## config.mk

```make
export PLATFORM = sky130hd
export DESIGN_NAME = cpa_ctrl
export DESIGN_NICKNAME = d
export VERILOG_FILES = /design/src/rtl/cpa_pkg.sv /design/src/rtl/cpa_ctrl.sv
export SDC_FILE = /design/constraint.sdc
export NUM_CORES = 1
export LEC_CHECK = 0
export BUFFER_PORTS_ARGS = -buffer_cell sky130_fd_sc_hd__buf_2
export CORE_MARGIN = 4
export CORE_UTILIZATION = 45
export CTS_CLUSTER_DIAMETER = 150
export DETAILED_ROUTE_END_ITERATION = 6
export PLACE_DENSITY_LB_ADDON = 0.2
export SYNTH_ARGS = -nofsm -noshare
export SYNTH_HDL_FRONTEND = slang
export SYNTH_SLANG_ARGS = --single-unit
```

## constraint.sdc

```tcl
create_clock -name clk -period 2.6 [get_ports clk]
set_input_delay 0.39 -clock clk [delete_from_list [all_inputs] [get_ports clk]]
set_output_delay 0.39 -clock clk [all_outputs]
set_load 0.1 [all_outputs]
```

## src/rtl/cpa_pkg.sv

```systemverilog
// ============================================================================
// cpa_pkg: shared types and constants of the contiguous page allocator
// Widths, command and status codes, register indexes and the structs that
// join the controller and the datapath.
// ============================================================================
package cpa_pkg;

    // Map geometry.
    localparam int MAX_PAGES  = 1024;
    localparam int PAGE_BYTES = 4096;

    // Field widths.
    localparam int CMD_W      = 2;
    localparam int CNT_W      = 11;
    localparam int ADDR_W     = 32;
    localparam int STATUS_W   = 2;
    localparam int CFG_IDX_W  = 2;
    localparam int CFG_DATA_W = 32;

    // Map index and counter widths.
    localparam int IDX_W = $clog2(MAX_PAGES);
    localparam int PTR_W = $clog2(MAX_PAGES + 1);
    localparam int CMP_W = (PTR_W > CNT_W) ? PTR_W : CNT_W;
    localparam int END_W = CMP_W + 1;

    // Stream word widths.
    localparam int IN_FIELDS_W = CNT_W + ADDR_W;
    localparam int IN_TDATA_W  = ((IN_FIELDS_W + 7) / 8) * 8;
    localparam int OUT_TDATA_W = ADDR_W;

    // Command codes.
    localparam logic [CMD_W-1:0] CMD_INIT  = 2'd0;
    localparam logic [CMD_W-1:0] CMD_ALLOC = 2'd1;
    localparam logic [CMD_W-1:0] CMD_FREE  = 2'd2;

    // Status codes.
    localparam logic [STATUS_W-1:0] STATUS_OK        = 2'd0;
    localparam logic [STATUS_W-1:0] STATUS_NO_SPACE  = 2'd1;
    localparam logic [STATUS_W-1:0] STATUS_NOT_FOUND = 2'd2;

    // Configuration register indexes.
    localparam logic [CFG_IDX_W-1:0] CFG_MANAGED  = 2'd0;
    localparam logic [CFG_IDX_W-1:0] CFG_RESERVED = 2'd1;
    localparam logic [CFG_IDX_W-1:0] CFG_BASE     = 2'd2;

    // Configuration reset values.
    localparam logic [CNT_W-1:0]  MANAGED_RESET  = 11'd1024;
    localparam logic [CNT_W-1:0]  RESERVED_RESET = 11'd1;
    localparam logic [ADDR_W-1:0] BASE_RESET     = 32'h8000_0000;

    // Datapath operations issued by the controller.
    typedef enum logic [2:0] {
        DP_NONE,
        DP_LOAD,
        DP_SWEEP_ZERO,
        DP_SWEEP_INIT,
        DP_ASCAN,
        DP_AWRITE,
        DP_FSCAN,
        DP_FCLEAR
    } dp_op_t;

    // Configuration as seen by the datapath.
    typedef struct packed {
        logic [CNT_W-1:0]  managed;
        logic [CNT_W-1:0]  reserved;
        logic [ADDR_W-1:0] base;
    } cfg_t;

    // Status returned from the datapath to the controller.
    typedef struct packed {
        logic [CMD_W-1:0] cmd;
        logic             alloc_bad;
        logic             sweep_last;
        logic             found;
        logic             exhausted;
        logic             write_last;
    } dp_stat_t;

    // Finished result offered by the controller.
    typedef struct packed {
        logic                valid;
        logic [STATUS_W-1:0] status;
        logic                use_addr;
    } res_t;

endpackage

```

## src/rtl/cpa_ctrl.sv

```systemverilog
// ============================================================================
// cpa_ctrl: command sequencer of the page allocator
// Steps through the reset clearing pass, decode, sweeps, scans and write
// passes, and holds the result until the output register takes it.
// ============================================================================
module cpa_ctrl (
    input  logic                clk,
    input  logic                rst_n,
    input  logic                in_valid,
    output logic                in_ready,
    input  logic                out_free,
    input  cpa_pkg::dp_stat_t   stat,
    output cpa_pkg::dp_op_t     op,
    output cpa_pkg::res_t       res
);
    import cpa_pkg::*;

    typedef enum logic [8:0] {
        ST_CLEAR  = 9'b000000001,
        ST_IDLE   = 9'b000000010,
        ST_DECODE = 9'b000000100,
        ST_INIT   = 9'b000001000,
        ST_ASCAN  = 9'b000010000,
        ST_AWRITE = 9'b000100000,
        ST_FSCAN  = 9'b001000000,
        ST_FCLEAR = 9'b010000000,
        ST_DONE   = 9'b100000000
    } state_t;

    state_t              state_reg, state_next;
    logic [STATUS_W-1:0] status_reg, status_next;
    logic                use_addr_reg, use_addr_next;

    // Next state, datapath operation and result code.
    always_comb
    begin
        state_next    = state_reg;
        status_next   = status_reg;
        use_addr_next = use_addr_reg;
        op            = DP_NONE;
        in_ready      = 1'b0;
        unique case (state_reg)
            ST_CLEAR:
            begin
                op = DP_SWEEP_ZERO;
                if (stat.sweep_last)
                begin
                    state_next = ST_IDLE;
                end
            end
            ST_IDLE:
            begin
                in_ready = 1'b1;
                if (in_valid)
                begin
                    op            = DP_LOAD;
                    status_next   = STATUS_OK;
                    use_addr_next = 1'b0;
                    state_next    = ST_DECODE;
                end
            end
            ST_DECODE:
            begin
                unique case (stat.cmd)
                    CMD_INIT:
                    begin
                        state_next = ST_INIT;
                    end
                    CMD_ALLOC:
                    begin
                        if (stat.alloc_bad)
                        begin
                            status_next = STATUS_NO_SPACE;
                            state_next  = ST_DONE;
                        end
                        else
                        begin
                            state_next = ST_ASCAN;
                        end
                    end
                    CMD_FREE:
                    begin
                        state_next = ST_FSCAN;
                    end
                    default:
                    begin
                        state_next = ST_DONE;
                    end
                endcase
            end
            ST_INIT:
            begin
                op = DP_SWEEP_INIT;
                if (stat.sweep_last)
                begin
                    state_next = ST_DONE;
                end
            end
            ST_ASCAN:
            begin
                op = DP_ASCAN;
                if (stat.found)
                begin
                    state_next = ST_AWRITE;
                end
                else if (stat.exhausted)
                begin
                    status_next = STATUS_NO_SPACE;
                    state_next  = ST_DONE;
                end
            end
            ST_AWRITE:
            begin
                op = DP_AWRITE;
                if (stat.write_last)
                begin
                    use_addr_next = 1'b1;
                    state_next    = ST_DONE;
                end
            end
            ST_FSCAN:
            begin
                op = DP_FSCAN;
                if (stat.found)
                begin
                    state_next = ST_FCLEAR;
                end
                else if (stat.exhausted)
                begin
                    status_next = STATUS_NOT_FOUND;
                    state_next  = ST_DONE;
                end
            end
            ST_FCLEAR:
            begin
                op = DP_FCLEAR;
                if (stat.write_last)
                begin
                    state_next = ST_DONE;
                end
            end
            ST_DONE:
            begin
                if (out_free)
                begin
                    state_next = ST_IDLE;
                end
            end
            default:
            begin
                state_next = ST_CLEAR;
            end
        endcase
    end

    // State and result registers.
    always_ff @(posedge clk or negedge rst_n)
    begin
        if (!rst_n)
        begin
            state_reg    <= ST_CLEAR;
            status_reg   <= STATUS_OK;
            use_addr_reg <= 1'b0;
        end
        else
        begin
            state_reg    <= state_next;
            status_reg   <= status_next;
            use_addr_reg <= use_addr_next;
        end
    end

    assign res.valid    = (state_reg == ST_DONE);
    assign res.status   = status_reg;
    assign res.use_addr = use_addr_reg;

    // A finished result is handed on as soon as there is room for it.
    assert property (@(posedge clk) disable iff (!rst_n)
        (res.valid && out_free) |=> (state_reg == ST_IDLE))
        else $error("result not released to the output register");

    // A waiting result keeps its status.
    assert property (@(posedge clk) disable iff (!rst_n)
        (res.valid && !out_free) |=> (res.valid && $stable(status_reg)))
        else $error("waiting result changed");

    // The clearing pass after reset takes no item.
    assert property (@(posedge clk) disable iff (!rst_n)
        (state_reg == ST_CLEAR) |-> !in_ready)
        else $error("item taken during the clearing pass");

endmodule

```

## After elaboration in Yosys (flattened, before gate mapping)

Index checks and enable logic that the tools add are counted.
W data, S select, Z words.

| word-level totals | value |
|---|---|
| input bits | 11 |
| output and inout bits | 8 |
| flip-flop bits (word level) | 12 |
| word-level logic and storage cells | 58 |

| operators by class | value |
|---|---|
| reduce and logical (&&, ||, !) cells | 7 |
| multiplexer cells | 25 |
| equality and inequality tests | 23 |

Operators with widths:

| cell | number |
|---|---|
| $mux W9 | 9 |
| $pmux W9 S8 | 1 |
| $pmux W9 S3 | 1 |
| $ne A2 B2 Y1 const B | 11 |
| $pmux W3 S7 | 1 |
| $mux W2 | 7 |
| $eq A9 B1 Y1 const B | 1 |
| $eq A9 B2 Y1 const B | 1 |
| $eq A9 B3 Y1 const B | 1 |
| $eq A9 B4 Y1 const B | 1 |
| $eq A9 B5 Y1 const B | 1 |
| $eq A9 B6 Y1 const B | 1 |
| $eq A9 B7 Y1 const B | 1 |
| $eq A9 B8 Y1 const B | 1 |
| $eq A9 B9 Y1 const B | 1 |
| $pmux W2 S4 | 1 |
| $reduce_and A8 Y1 | 1 |
| $reduce_and A5 Y1 | 1 |
| $mux W1 | 4 |
| $reduce_bool A4 Y1 | 1 |
| $reduce_and A3 Y1 | 1 |
| $eq A2 B1 Y1 const B | 1 |
| $eq A2 B2 Y1 const B | 1 |
| $logic_not A2 Y1 | 1 |
| other kinds (4) | 4 |

## Depth between registers and ports, before layout

Gate-level depths: netlist of run 1.

| depth | value |
|---|---|
| depth in word-level cells | 4 |
| mapped depth | 7 |
| depth with buffers taken out | 6 |

## Least setup slack after synthesis of run 1

OpenSTA, ideal clock, no wires.

| timing | value |
|---|---|
| path type | reg2out |
| from | register state_reg[0] |
| to | output op[1] |
| arrival | 3.250 ns |
| cell stages (with the launch flop) | 7 |
| path buffers | 1 |
| path slack | -1.040 ns |
| data required time | 2.210 ns |
| cell sequence | dfstp_2 > buf_6 > nor3_4 > nand2_1 > nor2_1 > nand2_1 > a21boi_0 |

| between the ends | value |
|---|---|
| longest elaborated chain between the ends | 2 |
| elaborated cells on any way between the ends | 8 |
| classes of those cells | eq/ne (7); mux (1) |

RTL lines:

| what | RTL line | RTL |
|---|---|---|
| start: declaration | cpa_ctrl.sv:30 | `state_t state_reg, state_next;` |
| start signal: assignment | cpa_ctrl.sv:167 | `state_reg <= state_next;` |
| $eq A9 B8 Y1 (tied with other cells) | cpa_ctrl.sv:42 | `unique case (state_reg)` |
| $pmux W3 S7 * | cpa_ctrl.sv:42 |  |
| end: declaration | cpa_ctrl.sv:13 | `output cpa_pkg::dp_op_t op,` |

Every way passes the cells marked *; elsewhere a longest branch is shown, timed or not.

## Worst setup path in the final report of run 1

| timing | value |
|---|---|
| from | register state_reg[1] |
| to | output op[0] |

Same word-level chain as after synthesis.

==> results of run 1 <==
==> timing repair <==
item,in CTS,in global routing
hold endpoints to repair,11,0
setup endpoints to repair,0,1
hold buffers,1,0
gates resized for setup,0,1
==> layer usage <==
metal | GRT usage | vias up
li1 | - | 411
met1 | 0.263 | 397
met2 | 0.284 | 25
met3 | 0.0366 | 5
met4 | 0.0766 | 0
met5 | 0 | -
==> cells by family after synthesis <==
logic type,count (synthesis),share of synthesized area
flops,12,0.324
simple gates,50,0.342
xor+xnor,5,0.0471
buf+inv,10,0.0700
mux,2,0.0242
compound gates,24,0.192
==> cell usage after synthesis, drive strengths merged <==
master | count | area, um2
or4b | 1 | 10.0
a22o | 2 | 17.5
nand4b | 2 | 17.5
o21ai | 7 | 35.0
dfrtp | 11 | 275
nor3 | 7 | 51.3
o41ai | 2 | 17.5
o32ai | 1 | 16.3
o2111ai | 2 | 17.5
o22a | 1 | 8.76
a32o | 1 | 10.0
a31oi | 1 | 6.26
dfstp | 1 | 26.3
nand2 | 10 | 37.5
xnor2 | 1 | 8.76
nor3b | 3 | 22.5
nand2b | 3 | 18.8
a21o | 1 | 7.51
a21oi | 3 | 15.0
or2b | 1 | 7.51
nand3 | 2 | 15.0
mux2 | 2 | 22.5
nor2b | 1 | 6.26
nor2 | 12 | 45.0
nand4bb | 1 | 27.5
nand4 | 4 | 40.0
and3 | 2 | 12.5
a21boi | 1 | 7.51
o31ai | 1 | 7.51
and2 | 1 | 6.26
xor2 | 4 | 35.0
clkbuf | 1 | 5.00
inv | 2 | 7.51
o211ai | 1 | 12.5
buf | 7 | 52.5
==> per-stage QoR <==
stage          instances  setup WS, ns  utilization  area, um2  power (uW)
5_1_grt              146        0.0328        0.536       1050        1030
4_1_cts              146        0.0161        0.534       1050         971
3_3_place_gp         141         0.364        0.516       1010         840
6_report             146         0.108        0.536       1050         975
2_1_floorplan        103        0.0431            -        938         751
3_5_place_dp         141         0.337        0.516       1010         848
==> area by class of cell <==
class	instances	area, um2	area share
well taps	27	33.8	0.0321
flip-flops and latches	12	302	0.287
repair buffers	20	110	0.105
inverters	2	7.51	0.00714
multi-input cells	81	572	0.544
clock buffers	4	26.3	0.0250
==> critical path: stages (launching register included) <==
cell and delay (ns):
dfrtp_1 0.47, or4b_2 0.72, o21ai_1 0.17, nand2b_2 0.13, clkbuf_4 0.32
==> worst min path at each step <==
stage / startpoint / to / slack, ns / depth (start not counted)
after floorplan: rst_n / state_reg[1] / 0.09 / 0
after global placement: rst_n / state_reg[8] / 0.29 / 1
after detailed placement: rst_n / state_reg[8] / 0.29 / 1
after CTS: stat[4] / state_reg[4] / 0.33 / 2
after global routing: stat[4] / state_reg[4] / 0.33 / 2
final: stat[4] / state_reg[4] / 0.33 / 2
==> where the power goes <==
group / internal [uW] / switching [uW] / leakage [uW] / total, uW
Sequential: 223 / 62.4 / 0.000162 / 285
Combinational: 157 / 409 / 0.000320 / 566
Clock: 59.5 / 64.0 / 0.0000150 / 123
Total: 439 / 536 / 0.000497 / 975
==> results.ini, run 1 <==
[clocking]
clk_path_buf_depth = 2
cts-root-buf = clkbuf_4
ctsHtreeMaxLevel = 1
clock_sinks = 12
cts_tree = built
clk_pin_slew_ns = 0.08
cts_setup_buffers = 0
clock_latency_ns = 0.28
cts_buffers = 3

[cells_and_area]
mostFrequentLayoutCell = buf_2
synthToLayoutAreaGrowth_pct = 13.1
layout_common_cells = buf_2, nor2_1, dfrtp_1
num_antenna_cells = 0
layout-drive-gt1-share = 0.286
fillers = 211
largest_register_ffs = 9
fin_nets = 131

[sta]
slew_headroom = 0.674
rsz0062_at_grt = no
hold_violations = 0
finalCriticalPeriod_ns = 2.49
final.setup_skew_ns = 0.0103
holdWs_ns = 0.330
setup_violations = 0
final-max-slew-violation-count = 0
layout_worst_path_cycle_share = 0.958
max_freq_ghz = 0.401
worst_slew_pin_slew_ns = 0.489
fin_tns_setup_ns = 0

[setup_path]
setup.worst_path.end = op[0]
r2r_cells = 5
cp-end-kind = output port
reg2reg_from = state_reg[7]
cp-start-kind = register
path_max_fanout = 7
reg2reg_slack_ns = 0.67
crit_type = register to output port
crit_start = state_reg[1]
r2r_end = status_reg[0]
arrival_ns = 2.10
worstPathRequired_ns = 2.21

[job]
cap_violations = 0

[grt]
grt_use_total = 0.190
grt_max_degree = 13
antenna_found_initial = 0
grt_pass1_vias = 874
grt_overflow = 0
grt_pass1_wl_um = 3960

[yosys]
ys_seq_area_frac = 0.324
netlist_area_um2 = 930
syn_area_per_cell_um2 = 9.03
syn_nets = 114
yosys_warnings = 0
synthCells = 103
synth_seq_cells = 12
yosysUniqueCellTypes = 42

[status]
status = completed

[pwr]
p_leak_uw = 0.000497
p_per_area_mw_per_mm2 = 928
ir_drop_mv = 0.421

[die]
core-area_mm2 = 0.00196
num_rows = 16
start_util = 0.474
die_w_um = 53.5
die_h_um = 53.5
fp.dieArea_mm2 = 0.00286
io_pins = 19

[routing]
wl_um = 2260
top_layer = met4
drc = 0
drt_iter0_drc = 37
met2_length_um = 1020
ant_nets = 0
wl_met1_um = 1120
first_pass_iters = 4
num_vias = 838
wl_per_cell_um = 15.5
wl_met3_um = 83
drt-vias-per-instance = 5.74

[place]
numPortBuffers = 18
globalplace.congestion = 0.946
dp_hpwl_um = 1730

[worst_hold_path]
hp-class = input pin to register

Power figures use the tool's default switching activity.
==> run 2: changes to the inputs <==
--- a/config.mk
+++ b/config.mk
@@ -10,7 +10,7 @@
 export CORE_UTILIZATION = 45
 export CTS_CLUSTER_DIAMETER = 150
 export DETAILED_ROUTE_END_ITERATION = 6
-export PLACE_DENSITY_LB_ADDON = 0.2
+export PLACE_DENSITY = 0.72
 export SYNTH_ARGS = -nofsm -noshare
 export SYNTH_HDL_FRONTEND = slang
 export SYNTH_SLANG_ARGS = --single-unit
==> run 2 against run 1 <==
Effect of this change:
- maximum frequency is 1.9% higher
- clock-buffer cell count stayed put
- die area stayed put
- sequential cell count stayed put
- combinational power is 1% lower
- via count is 1.6% higher
- sequential power hardly changed
- cell area stayed put
- cell count stayed put
- clock power hardly changed
- routed wire length is 4.6% lower
- critical path type unchanged
- critical endpoint unchanged
- largest cell class unchanged
==> results.ini, run 2 (same netlist as run 1, synthesis figures left out) <==
[routing]
drt-vias-per-instance = 5.83  ; +1.6%
wl_um = 2150  ; -4.6%
drt_iter0_drc = 26  ; -30%
num_vias = 851  ; +1.6%
first_pass_iters = 4  ; unchanged
drc = 0  ; unchanged
wl_per_cell_um = 14.7  ; -4.6%
ant_nets = 0  ; unchanged

[clocking]
cts_setup_buffers = 0  ; unchanged
clk_pin_slew_ns = 0.08  ; about the same
clock_latency_ns = 0.28  ; about the same
cts_tree = built
cts-root-buf = clkbuf_4
cts_buffers = 3  ; unchanged
ctsHtreeMaxLevel = 1  ; unchanged
clk_path_buf_depth = 2  ; unchanged
clock_sinks = 12  ; unchanged

[sta]
max_freq_ghz = 0.409  ; +1.9%
layout_worst_path_cycle_share = 0.941  ; -0.0176
worst_slew_pin_slew_ns = 0.488  ; -0.000887 ns
rsz0062_at_grt = no
slew_headroom = 0.677  ; +0.00283
final.setup_skew_ns = 0.00385  ; -0.00646 ns
fin_tns_setup_ns = 0  ; unchanged
final-max-slew-violation-count = 0  ; unchanged
hold_violations = 0  ; unchanged
setup_violations = 0  ; unchanged
finalCriticalPeriod_ns = 2.45  ; -0.0457 ns

[setup_path]
cp-start-kind = register
path_max_fanout = 7  ; unchanged
slowest_delay_ns = 0.71  ; about the same
slowest_stage = or4b_2
path_buf_inv = 1  ; unchanged
worstPathRequired_ns = 2.21  ; about the same
critical-path-top-delay-family = simple AND/OR/NAND/NOR gates
arrival_ns = 2.06  ; -0.04 ns
cp-end-kind = output port
crit_type = register to output port
worstPathCellList = or4b_2 > o21ai_1 > nand2b_2 > clkbuf_4

[cells_and_area]
mostFrequentLayoutCell = buf_2
final_util = 0.536  ; unchanged
synthToLayoutAreaGrowth_pct = 13.1  ; unchanged
layout-drive-gt1-share = 0.286  ; unchanged
num_antenna_cells = 0  ; unchanged
layout_common_cells = buf_2, nor2_1, dfrtp_1
design_area_mm2 = 0.00105  ; unchanged
fin_nets = 131  ; unchanged
fillers = 201  ; -4.7%
final_cells = 146  ; unchanged
largest_register_ffs = 9  ; unchanged

[place]
dpl_cell_area_mm2 = 0.00101  ; unchanged
dp_cells = 141  ; unchanged
globalplace.congestion = 0.951  ; +0.58%
dp_hpwl_um = 1700  ; -1.8%
numPortBuffers = 18  ; unchanged

[pwr]
p_per_area_mw_per_mm2 = 922  ; -0.65%
p_leak_uw = 0.000497  ; unchanged
ir_drop_mv = 0.452  ; +7.3%
power_uw = 969  ; -0.65%

[grt]
antenna_found_initial = 0  ; unchanged
grt_use_total = 0.179  ; -0.0106
grt_pass1_wl_um = 3640  ; -8.2%
grt_pass1_vias = 821  ; -6.1%
grt_overflow = 0  ; unchanged
grt_max_degree = 13  ; unchanged

[worst_hold_path]
hp-class = input pin to register

[die]
core-area_mm2 = 0.00196  ; unchanged
die_w_um = 53.5  ; unchanged
die_h_um = 53.5  ; unchanged
start_util = 0.474  ; unchanged
num_rows = 16  ; unchanged
fp.dieArea_mm2 = 0.00286  ; unchanged
io_pins = 19  ; unchanged

[status]
status = completed

[job]
cap_violations = 0  ; unchanged

==> run 2: cell counts in the layout (fill, tap and decap cells not counted) <==
No cell type changed its count.
==> run 2: layout make-up <==
type | count | area (um2) | share of cell area
sequential | 12 | 302 | 0.287
inverter | 2 | 7.51 | 0.00714
clock buffer | 4 | 26.3 | 0.0250
multi-input combinational | 81 | 572 | 0.544
tap | 27 | 33.8 | 0.0321
timing repair buffer | 20 | 110 | 0.105
==> run 2: worst reg2reg max path, stage by stage (launching register included) <==
cell and delay (ns):
dfrtp_1 0.49, nor3_1 0.31, nand3_1 0.25, o22a_1 0.27, o211ai_2 0.08, mux2_1 0.33
==> run 2: final timing paths <==
kind                         startpoint            end  slack (ns)  cells past startpoint
setup / recovery           state_reg[1]          op[0]        0.15                      4
hold / removal                  stat[4]   state_reg[4]        0.32                      2
setup reg to reg           state_reg[7]  status_reg[1]        0.74                      5
hold reg to reg            use_addr_reg   use_addr_reg        0.47                      2
max in group asynchronous         rst_n   state_reg[0]        1.79                      2
min in group asynchronous         rst_n   state_reg[8]        0.52                      2
==> run 2: per-stage QoR <==
step                      setup WS (ns)  hold WS, ns
after floorplan                  0.0431       0.0944
after global placement            0.368        0.290
after detailed placement          0.368        0.290
after CTS                        0.0510        0.327
after global routing             0.0632        0.338
final                             0.154        0.323
==> run 2: per-layer routing <==
| metal | track usage | up-vias | routed length, um |
|---|---|---|---|
| li1 | - | 414 | - |
| met1 | 0.231 | 398 | 912 |
| met2 | 0.290 | 34 | 1070 |
| met3 | 0.0254 | 5 | 131 |
| met4 | 0.0851 | 0 | 38 |
| met5 | 0 | - | 0 |
==> run 2: what timing repair did <==
action	4_1_cts	5_1_grt
setup endpoints to repair	0	1
hold buffers	1	0
endpoints found under the hold margin	11	0
resized for setup	0	1
==> run 2: power by group <==
group | switching [uW] | internal (uW) | leakage (uW) | total [uW]
combinational | 403 | 157 | 0.000320 | 560
sequential | 60.8 | 222 | 0.000162 | 283
clock | 65.6 | 59.5 | 0.0000150 | 125
